## config.mk

```make
export PLATFORM = sky130hd
export DESIGN_NAME = gyro_heading_integrator_unit
export DESIGN_NICKNAME = d
export VERILOG_FILES = /design/src/rtl/ghi_pkg.sv /design/src/rtl/gyro_heading_integrator_unit.sv
export SDC_FILE = /design/constraint.sdc
export NUM_CORES = 2
export LEC_CHECK = 0
export BUFFER_PORTS_ARGS = -buffer_cell sky130_fd_sc_hd__buf_4
export CAP_MARGIN = 0
export CORE_ASPECT_RATIO = 2
export CORE_MARGIN = 1
export CORE_UTILIZATION = 42
export DETAILED_ROUTE_END_ITERATION = 8
export RECOVER_POWER = 50
export REMOVE_ABC_BUFFERS = 1
export SLEW_MARGIN = 20
export SYNTH_ARGS = -nofsm -noshare
export SYNTH_HDL_FRONTEND = slang
export SYNTH_SLANG_ARGS = --single-unit
export TNS_END_PERCENT = 10
```

## constraint.sdc

```tcl
create_clock -name clk -period 9.11 [get_ports clk]
set_input_delay 1.822 -clock clk [delete_from_list [all_inputs] [get_ports clk]]
set_output_delay 1.822 -clock clk [all_outputs]
set_load 0.01 [all_outputs]
```

## src/rtl/ghi_pkg.sv

```systemverilog
// ---------------------------------------------------------------------------
// ghi_pkg
// Shared widths, field positions, register map and constants for the gyro
// heading integrator.
// ---------------------------------------------------------------------------
package ghi_pkg;

  localparam int FRACTION_BITS_DEF = 24;

  // input beat layout
  localparam int TICK_W      = 32;
  localparam int WORD_W      = 16;
  localparam int RATE_W      = 14;
  localparam int ANGLE_W     = 14;
  localparam int TEMP_W      = 12;
  localparam int IN_TDATA_W  = 80;
  localparam int TICK_LSB    = 0;
  localparam int RATE_LSB    = TICK_LSB + TICK_W;
  localparam int ANGLE_LSB   = RATE_LSB + WORD_W;
  localparam int TEMP_LSB    = ANGLE_LSB + WORD_W;

  // output beat layout
  localparam int RATE_OUT_W  = 15;
  localparam int TQ8_W       = 18;
  localparam int HEAD_W      = 23;
  localparam int OUT_PAD_W   = 2;
  localparam int OUT_TDATA_W = RATE_OUT_W + ANGLE_W + TQ8_W + HEAD_W + OUT_PAD_W;

  // datapath
  localparam int ACC_W       = 45;
  localparam int SUM_W       = 47;
  localparam int MA_W        = 46;
  localparam int MB_W        = 17;
  localparam int PROD_W      = MA_W + MB_W;
  localparam int BIAS_W      = 30;
  localparam int TDIFF_W     = 13;
  localparam int TPROD_W     = 26;
  localparam int SCALE_SPLIT = 12;
  localparam int PART_W      = ACC_W + SCALE_SPLIT;
  localparam int TOTAL_W     = PART_W + 1;
  localparam int BIAS_FRAC   = 24;
  localparam int TEMP_SHIFT  = 8;
  localparam int HEAD_SHIFT_EXTRA = 4;

  localparam logic [MB_W-1:0]   TEMP_SCALE  = MB_W'(9522);
  localparam logic [TQ8_W-1:0]  TEMP_OFFSET = TQ8_W'(6400);
  localparam logic [HEAD_W-1:0] HEAD_MAX    = {HEAD_W{1'b1}};

  // configuration registers
  localparam int CFG_DATA_W   = 32;
  localparam int CFG_ADDR_W   = 5;
  localparam int REG_IDX_W    = 3;
  localparam int INIT_TEMP_W  = 12;
  localparam int BIAS_COEF_W  = 16;
  localparam int DEADBAND_W   = 13;
  localparam int WRAP_W       = 21;
  localparam int SCALE_W      = 24;
  localparam int MIN_INT_W    = 8;

  localparam logic [REG_IDX_W-1:0] REG_INIT_TEMP = 3'd0;
  localparam logic [REG_IDX_W-1:0] REG_BIAS_COEF = 3'd1;
  localparam logic [REG_IDX_W-1:0] REG_DEADBAND  = 3'd2;
  localparam logic [REG_IDX_W-1:0] REG_WRAP      = 3'd3;
  localparam logic [REG_IDX_W-1:0] REG_SCALE     = 3'd4;
  localparam logic [REG_IDX_W-1:0] REG_MIN_INT   = 3'd5;

  localparam logic [INIT_TEMP_W-1:0] INIT_TEMP_RST = '0;
  localparam logic [BIAS_COEF_W-1:0] BIAS_COEF_RST = BIAS_COEF_W'(12432);
  localparam logic [DEADBAND_W-1:0]  DEADBAND_RST  = DEADBAND_W'(10);
  localparam logic [WRAP_W-1:0]      WRAP_RST      = WRAP_W'(1258065);
  localparam logic [SCALE_W-1:0]     SCALE_RST     = SCALE_W'(48007);
  localparam logic [MIN_INT_W-1:0]   MIN_INT_RST   = MIN_INT_W'(4);

endpackage

```

## src/rtl/gyro_heading_integrator_unit.sv

```systemverilog
// ---------------------------------------------------------------------------
// gyro_heading_integrator_unit
// Gyro rate integration with temperature bias correction, deadband and a
// wrapping heading accumulator, built round one shared multiplier.
// ---------------------------------------------------------------------------
// Usage
//   in_*  : one beat per gyro sample (tick, rate, angle and temperature words).
//           A beat whose tick is less than min_interval after the last taken
//           sample is dropped and gives no output beat.
//   out_* : one beat per taken sample: negated rate, device angle, temperature
//           in Q8 and heading in Q8.
//   psel..: register port; user writes only while the block is idle (unenforced)
// Sequence
//   A taken sample steps the sequencer through bias, delta, deadband, sum,
//   wrap, heading high, heading low and finish (bias, temperature, two halves
//   of the heading product each use the one shared 46x17 multiplier).
//   A dropped sample keeps the sequencer idle. in_tready is high only while idle.
// Reset and stalls
//   rst_n low clears the heading accumulator, the last tick and the output
//   valid, and loads the register defaults. The result sits in an output
//   register; a new sample is taken while it waits, and the sequencer only
//   holds in its last step if the previous result is still not taken.
// ---------------------------------------------------------------------------
module gyro_heading_integrator_unit #(
  parameter int FRACTION_BITS = ghi_pkg::FRACTION_BITS_DEF
) (
  input  logic                               clk,
  input  logic                               rst_n,
  // tick [31:0], rate_word [47:32], angle_word [63:48], temperature_word [79:64]
  input  logic [ghi_pkg::IN_TDATA_W-1:0]     in_tdata,
  input  logic                               in_tvalid,
  output logic                               in_tready,
  // rate_out [14:0], device_angle [28:15], temperature_q8 [46:29],
  // heading_q8 [69:47], zero [71:70]
  output logic [ghi_pkg::OUT_TDATA_W-1:0]    out_tdata,
  output logic                               out_tvalid,
  input  logic                               out_tready,
  input  logic                               psel,
  input  logic                               penable,
  input  logic                               pwrite,
  input  logic [ghi_pkg::CFG_ADDR_W-1:0]     paddr,
  input  logic [ghi_pkg::CFG_DATA_W-1:0]     pwdata,
  output logic [ghi_pkg::CFG_DATA_W-1:0]     prdata,
  output logic                               pready
);

  localparam int DELTA_W    = FRACTION_BITS + 16;
  localparam int BIAS_SHIFT = ghi_pkg::BIAS_FRAC - FRACTION_BITS;
  localparam int HEAD_SHIFT = FRACTION_BITS + ghi_pkg::HEAD_SHIFT_EXTRA;

  typedef enum logic [3:0] {
    S_IDLE, S_BIAS, S_DELTA, S_DEAD, S_SUM, S_WRAP, S_MULH, S_MULL, S_FIN
  } state_t;

  state_t state_r;

  // registers
  logic signed [ghi_pkg::INIT_TEMP_W-1:0] init_temp_r;
  logic [ghi_pkg::BIAS_COEF_W-1:0]        bias_coef_r;
  logic [ghi_pkg::DEADBAND_W-1:0]         deadband_r;
  logic [ghi_pkg::WRAP_W-1:0]             wrap_r;
  logic [ghi_pkg::SCALE_W-1:0]            scale_r;
  logic [ghi_pkg::MIN_INT_W-1:0]          min_int_r;

  // sample and datapath
  logic [ghi_pkg::TICK_W-1:0]         last_tick_r;
  logic [ghi_pkg::ACC_W-1:0]          acc_r;
  logic signed [ghi_pkg::RATE_W-1:0]  rate_r;
  logic [ghi_pkg::ANGLE_W-1:0]        angle_r;
  logic signed [ghi_pkg::TEMP_W-1:0]  temp_r;
  logic signed [ghi_pkg::PROD_W-1:0]  prod_r;
  logic [ghi_pkg::PART_W-1:0]         hi_r;
  logic signed [DELTA_W-1:0]          delta_r;
  logic signed [ghi_pkg::SUM_W-1:0]   sum_r;
  logic signed [ghi_pkg::TQ8_W-1:0]   tq8_r;
  logic                               out_valid_r;
  logic [ghi_pkg::OUT_TDATA_W-1:0]    out_tdata_r;

  // ---------------------------------------------------------------- config
  logic                          cfg_wr;
  logic [ghi_pkg::REG_IDX_W-1:0] cfg_idx;

  assign pready  = 1'b1;
  assign cfg_wr  = psel & penable & pwrite & pready;
  assign cfg_idx = paddr[ghi_pkg::CFG_ADDR_W-1:2];

  always_ff @(posedge clk) begin
    if (!rst_n) begin
      init_temp_r <= ghi_pkg::INIT_TEMP_RST;
      bias_coef_r <= ghi_pkg::BIAS_COEF_RST;
      deadband_r  <= ghi_pkg::DEADBAND_RST;
      wrap_r      <= ghi_pkg::WRAP_RST;
      scale_r     <= ghi_pkg::SCALE_RST;
      min_int_r   <= ghi_pkg::MIN_INT_RST;
    end else if (cfg_wr) begin
      unique case (cfg_idx)
        ghi_pkg::REG_INIT_TEMP: init_temp_r <= pwdata[ghi_pkg::INIT_TEMP_W-1:0];
        ghi_pkg::REG_BIAS_COEF: bias_coef_r <= pwdata[ghi_pkg::BIAS_COEF_W-1:0];
        ghi_pkg::REG_DEADBAND:  deadband_r  <= pwdata[ghi_pkg::DEADBAND_W-1:0];
        ghi_pkg::REG_WRAP:      wrap_r      <= pwdata[ghi_pkg::WRAP_W-1:0];
        ghi_pkg::REG_SCALE:     scale_r     <= pwdata[ghi_pkg::SCALE_W-1:0];
        ghi_pkg::REG_MIN_INT:   min_int_r   <= pwdata[ghi_pkg::MIN_INT_W-1:0];
        default: ;
      endcase
    end
  end

  always_comb begin
    unique case (cfg_idx)
      ghi_pkg::REG_INIT_TEMP: prdata = ghi_pkg::CFG_DATA_W'(unsigned'(init_temp_r));
      ghi_pkg::REG_BIAS_COEF: prdata = ghi_pkg::CFG_DATA_W'(bias_coef_r);
      ghi_pkg::REG_DEADBAND:  prdata = ghi_pkg::CFG_DATA_W'(deadband_r);
      ghi_pkg::REG_WRAP:      prdata = ghi_pkg::CFG_DATA_W'(wrap_r);
      ghi_pkg::REG_SCALE:     prdata = ghi_pkg::CFG_DATA_W'(scale_r);
      ghi_pkg::REG_MIN_INT:   prdata = ghi_pkg::CFG_DATA_W'(min_int_r);
      default:                prdata = '0;
    endcase
  end

  // ------------------------------------------------------------ input side
  logic [ghi_pkg::TICK_W-1:0] in_tick;
  logic [ghi_pkg::TICK_W-1:0] tick_diff;
  logic                       in_fire;
  logic                       take;

  assign in_tready = (state_r == S_IDLE);
  assign in_fire   = in_tvalid & in_tready;
  assign in_tick   = in_tdata[ghi_pkg::TICK_LSB +: ghi_pkg::TICK_W];
  assign tick_diff = in_tick - last_tick_r;
  assign take      = tick_diff >= ghi_pkg::TICK_W'(min_int_r);

  // ------------------------------------------------------ shared multiplier
  logic signed [ghi_pkg::TDIFF_W-1:0] temp_diff;
  logic signed [ghi_pkg::MA_W-1:0]    mul_a;
  logic signed [ghi_pkg::MB_W-1:0]    mul_b;
  logic signed [ghi_pkg::PROD_W-1:0]  mul_p;

  assign temp_diff = ghi_pkg::TDIFF_W'(temp_r) - ghi_pkg::TDIFF_W'(init_temp_r);

  always_comb begin
    unique case (state_r)
      S_BIAS: begin
        mul_a = ghi_pkg::MA_W'(temp_diff);
        mul_b = $signed({1'b0, bias_coef_r});
      end
      S_DELTA: begin
        mul_a = ghi_pkg::MA_W'(temp_r);
        mul_b = $signed(ghi_pkg::TEMP_SCALE);
      end
      S_MULH: begin
        mul_a = $signed({1'b0, acc_r});
        mul_b = $signed(ghi_pkg::MB_W'(scale_r[ghi_pkg::SCALE_W-1:ghi_pkg::SCALE_SPLIT]));
      end
      S_MULL: begin
        mul_a = $signed({1'b0, acc_r});
        mul_b = $signed(ghi_pkg::MB_W'(scale_r[ghi_pkg::SCALE_SPLIT-1:0]));
      end
      default: begin
        mul_a = '0;
        mul_b = '0;
      end
    endcase
  end

  assign mul_p = mul_a * mul_b;

  // ------------------------------------------------------------- datapath
  logic signed [ghi_pkg::BIAS_W-1:0]  bias_q;
  logic signed [DELTA_W-1:0]          delta_nxt;
  logic signed [DELTA_W-1:0]          thr;
  logic                               in_band;
  logic signed [ghi_pkg::TPROD_W-1:0] tprod_sh;
  logic signed [ghi_pkg::TQ8_W-1:0]   tq8_nxt;
  logic signed [ghi_pkg::SUM_W-1:0]   sum_nxt;
  logic signed [ghi_pkg::SUM_W-1:0]   span;
  logic signed [ghi_pkg::SUM_W-1:0]   wrapped;
  logic [ghi_pkg::TOTAL_W-1:0]        total;
  logic [ghi_pkg::TOTAL_W-1:0]        head_full;
  logic [ghi_pkg::HEAD_W-1:0]         head_sat;
  logic signed [ghi_pkg::RATE_OUT_W-1:0] rate_neg;

  // floor shift of the Q24 bias down to the working fraction
  assign bias_q    = $signed(prod_r[ghi_pkg::BIAS_W-1:0]) >>> BIAS_SHIFT;
  assign delta_nxt = (DELTA_W'(rate_r) <<< FRACTION_BITS) - DELTA_W'(bias_q);

  assign thr     = $signed(DELTA_W'({deadband_r, {FRACTION_BITS{1'b0}}}));
  assign in_band = (delta_r < thr) && (delta_r > -thr);

  assign tprod_sh = $signed(prod_r[ghi_pkg::TPROD_W-1:0]) >>> ghi_pkg::TEMP_SHIFT;
  assign tq8_nxt  = ghi_pkg::TQ8_W'(tprod_sh) + $signed(ghi_pkg::TEMP_OFFSET);

  assign sum_nxt = $signed(ghi_pkg::SUM_W'(acc_r)) + ghi_pkg::SUM_W'(delta_r);
  assign span    = $signed(ghi_pkg::SUM_W'({wrap_r, {FRACTION_BITS{1'b0}}}));

  // single correction step into [0, span)
  always_comb begin
    if (sum_r < 0) begin
      wrapped = sum_r + span;
    end else if (sum_r >= span) begin
      wrapped = sum_r - span;
    end else begin
      wrapped = sum_r;
    end
  end

  assign total     = ghi_pkg::TOTAL_W'(hi_r)
                   + ghi_pkg::TOTAL_W'(prod_r[ghi_pkg::PART_W-1:ghi_pkg::SCALE_SPLIT]);
  assign head_full = total >> HEAD_SHIFT;
  assign head_sat  = (|head_full[ghi_pkg::TOTAL_W-1:ghi_pkg::HEAD_W]) ? ghi_pkg::HEAD_MAX
                                                                     : head_full[ghi_pkg::HEAD_W-1:0];
  assign rate_neg  = -ghi_pkg::RATE_OUT_W'(rate_r);

  // ------------------------------------------------------------ sequencer
  always_ff @(posedge clk) begin
    if (!rst_n) begin
      state_r     <= S_IDLE;
      last_tick_r <= '0;
      acc_r       <= '0;
      out_valid_r <= 1'b0;
    end else begin
      // the last step reloads the valid itself
      if (out_valid_r && out_tready && (state_r != S_FIN)) begin
        out_valid_r <= 1'b0;
      end
      unique case (state_r)
        S_IDLE: begin
          if (in_fire && take) begin
            last_tick_r <= in_tick;
            rate_r      <= in_tdata[ghi_pkg::RATE_LSB +: ghi_pkg::RATE_W];
            angle_r     <= in_tdata[ghi_pkg::ANGLE_LSB +: ghi_pkg::ANGLE_W];
            temp_r      <= in_tdata[ghi_pkg::TEMP_LSB +: ghi_pkg::TEMP_W];
            state_r     <= S_BIAS;
          end
        end
        S_BIAS: begin
          prod_r  <= mul_p;
          state_r <= S_DELTA;
        end
        S_DELTA: begin
          delta_r <= delta_nxt;
          prod_r  <= mul_p;
          state_r <= S_DEAD;
        end
        S_DEAD: begin
          if (in_band) begin
            delta_r <= '0;
          end
          tq8_r   <= tq8_nxt;
          state_r <= S_SUM;
        end
        S_SUM: begin
          sum_r   <= sum_nxt;
          state_r <= S_WRAP;
        end
        S_WRAP: begin
          acc_r   <= wrapped[ghi_pkg::ACC_W-1:0];
          state_r <= S_MULH;
        end
        S_MULH: begin
          prod_r  <= mul_p;
          state_r <= S_MULL;
        end
        S_MULL: begin
          hi_r    <= prod_r[ghi_pkg::PART_W-1:0];
          prod_r  <= mul_p;
          state_r <= S_FIN;
        end
        S_FIN: begin
          if (!out_valid_r || out_tready) begin
            out_tdata_r <= {{ghi_pkg::OUT_PAD_W{1'b0}}, head_sat, tq8_r, angle_r, rate_neg};
            out_valid_r <= 1'b1;
            state_r     <= S_IDLE;
          end
        end
        default: state_r <= S_IDLE;
      endcase
    end
  end

  assign out_tvalid = out_valid_r;
  assign out_tdata  = out_tdata_r;

endmodule

```

==> out/metrics.csv <==
metric,value,unit
die width,250,um
Syn. warnings,0,
antenna violations before repair,3,
sequential element share of the synthesized area,25.9,%
Main synth FF type,edfxtp_1,
Vias per Instance,5.54,
area delta synth->final,14.2,%
Worst Hold Path EP,out_tdata[17]$_DFFE_PP_,
ANT nets after route,0,
Initial Util,42.4,%
Setup Crit Path Kind,register to register,
Setup Viol. Count Final,0,
Initial DRC Count,2664,
fin crit share,97.6,%
Clock Tree Root,clkbuf_16,
failing checks,"capacitance limit, slew limit",
DRC viols,0,
# rows,181,
I/O pin count,231,
first-pass GRT wire length,282000,um
Die Footprint,125000,um2
reg-to-reg startpoint,init_temp_r[0]$_SDFFE_PN0P_,
crit path max fanout,13,
R2R depth,34,
Fin. Hold Viols,0,
routability cong.,1.02,
area of the core,122000,um2
Power Total,7.43,mW
Finished Cell Area,59100,um2
asr flop ratio synth,0,%
clock tree buffer depth,3,
worst path bufs/invs,8,
largest net degree at the start of global routing,84,
crit-path max cell delay,0.64,ns
Vias,42522,
pwr/cell area,126,nW/um2
Post-synth EDFFs,328,
leakage,26.7,nW
data required time of the critical path,9.48,ns
TritonCTS clock tree,done,
Hold Startpoint,angle_r[2]$_DFFE_PP_,
status,"complete, but fails checks",
critical path's slowest cell,fa_2,
CP Capture Type,register,
Die Y,498,um
RSZ-0062 raised after global routing,true,
share of layout cells above drive strength 1,10.9,%
Final Instance Count excl. Fillers,7674,
Least-Margin Pin Slew,2.91,ns
Pre-Repair DR Iteration Count,5,
hold depth,0,
number of buffers added on ports,201,
TritonCTS Buffers,49,
Avg Inst Size Synth,9.07,um2
CP Launch Type,register,
total track usage,30.9,%
nets,7212,
Sink Count,504,
dpl hpwl,155000,um
number of global-route vias before repair,45107,
Util after Layout,48.5,%
DP Area,57300,um2
Avg WL per Cell,24.8,um
r2r setup slk,0.22,ns
clock-pin slew on the worst setup and hold paths,0.06,ns
Hold WC Path Type,register to register,
Post-CTS Hold Buffers,0,
grt ovf,0,
Top delay family on crit path,adder cells,
cells after synthesis,5702,
Peak Freq,0.112,GHz
#FFs+latches synth,504,
library cells used by synthesis,89,
WL final,190000,um
Placed Cells,7574,
most numerous cell on the critical path,fa_1,
max-slew violation count,309,
Max VDD drop,0.000121,V
mapped cell area,51700,um2
Final Skew,0.0352,ns
H-Tree Depth,2,
Max Cap Viol,6,
post-layout min period,8.89,ns
reg2reg end,prod_r[53]$_DFFE_PP_,
critical path arrival,9.27,ns
Worst slew margin,-94.2,%
Skew-Pair Late Insertion Delay,0.65,ns
per-layer routing:
metal / up-vias / wire length [um] / global-route usage [%]
met2: 1572 / 101000 / 57.9
met4: 0 / 24100 / 31.8
met3: 695 / 7960 / 3.23
met1: 21003 / 56500 / 27.9
met5: - / 0 / 0
li1: 19252 / - / -
where the power goes:
part / internal [mW] / leakage [nW] / total, mW / switching, mW
logic: 0.968 / 21.5 / 2.51 / 1.54
clock network: 1.26 / 0.814 / 2.23 / 0.970
registers: 2.56 / 4.34 / 2.69 / 0.127
sequential cells by signal, indices dropped and copies added, names as in the netlist:
signal	cells
acc_r	45
angle_r	14
bias_coef_r	16
deadband_r	13
delta_r	39
hi_r	57
init_temp_r	12
last_tick_r	32
min_int_r	8
out_tdata	70
out_tvalid	1
prod_r	57
rate_r	14
scale_r	24
state_r	4
sum_r	47
temp_r	12
tq8_r	18
wrap_r	21
cell usage in the layout, fill, tap and decap left out, types with 32 or more instances in the layout:
cell       count
nand4_1       41
nor3_1        73
buf_4        415
xor2_1        66
o21a_1        41
a21o_1       132
nand2b_1      49
dfxtp_1      175
clkbuf_4      40
nor2_1       513
xnor2_1      139
clkbuf_1      84
o21ai_0      114
clkbuf_16     53
a21oi_1      322
edfxtp_1     328
mux2i_1       58
nand3_1       61
fa_1         633
nor4_1        32
ha_1         361
inv_1        944
nand2_1      847
Yosys cell counts, drive strengths merged (27+ instances only):
cell type  instances  share of area [%]
nor2             522                3.8
xor2              66                1.1
mux2i             58                1.1
o21a              43               0.62
a21o             135                2.0
o21ai            123                1.2
xnor2            139                2.4
a22oi             27               0.39
nor4              33               0.40
o21bai            30               0.44
nor3              79               0.76
fa               643                 25
dfxtp            176                6.8
nor2b             30               0.36
nand2b            49               0.59
nand2            847                6.1
a21oi            335                3.2
edfxtp           328                 19
nand4             41               0.50
clkbuf           208                1.5
buf               37               0.41
ha               362                8.8
nand3             62               0.60
inv              946                6.9
o211ai            29               0.43
cell families (layout without fill, tap and decap cells):
kind of cell	count (synthesis)	count (layout)	synth area share [%]
AO/OA/AOI/OAI	932	932	11.8
XOR/XNOR	206	206	3.52
adder cells (fa/ha/maj)	1005	1005	33.7
buffers and inverters	1191	1597	8.79
flip-flops	504	504	25.9
multiplexers	67	67	1.43
other	2	13	0.0145
AND/OR/NAND/NOR	1795	1795	15.0
cell type report:
type                       instances  area, um2
fill                           11745      62800
antenna                            2       5.00
sequential                       504      13400
timing repair buffer             566       4350
clock buffer                      62       1370
inverter                         946       3550
multi-input combinational       4016      34100
tap                             1555       1950
clock inverter                    23        337
worst max-delay path by stage:
stage	start	end	slack (ns)	depth (start not counted)
global placement	temp_r[1]$_DFFE_PP_	prod_r[54]$_DFFE_PP_	-0.29	34
detailed placement	temp_r[1]$_DFFE_PP_	prod_r[54]$_DFFE_PP_	-0.33	34
finish	init_temp_r[0]$_SDFFE_PN0P_	prod_r[53]$_DFFE_PP_	0.22	34
floorplan	temp_r[2]$_DFFE_PP_	prod_r[53]$_DFFE_PP_	-2.59	31
CTS	init_temp_r[2]$_SDFFE_PN0P_	prod_r[51]$_DFFE_PP_	-0.003	36
global route	temp_r[0]$_DFFE_PP_	prod_r[56]$_DFFE_PP_	-0.11	40
through the flow:
stage	TNS, ns	worst slack (ns)	hold WS, ns
6_report	0	0.216	0.415
5_1_grt	-0.467	-0.107	0.423
4_1_cts	-0.00337	-0.00337	0.414
3_5_place_dp	-1.78	-0.331	0.405
3_3_place_gp	-1.51	-0.292	0.401
2_1_floorplan	-65.84	-2.59	0.400
timing repair:
action                     in CTS  in global routing
cloned                          0                  2
setup endpoints to repair      11                 17
gates resized for setup        13                 51
buffers inserted                0                 11
pin swaps                       2                 24
(Power assumes the default switching activity.)
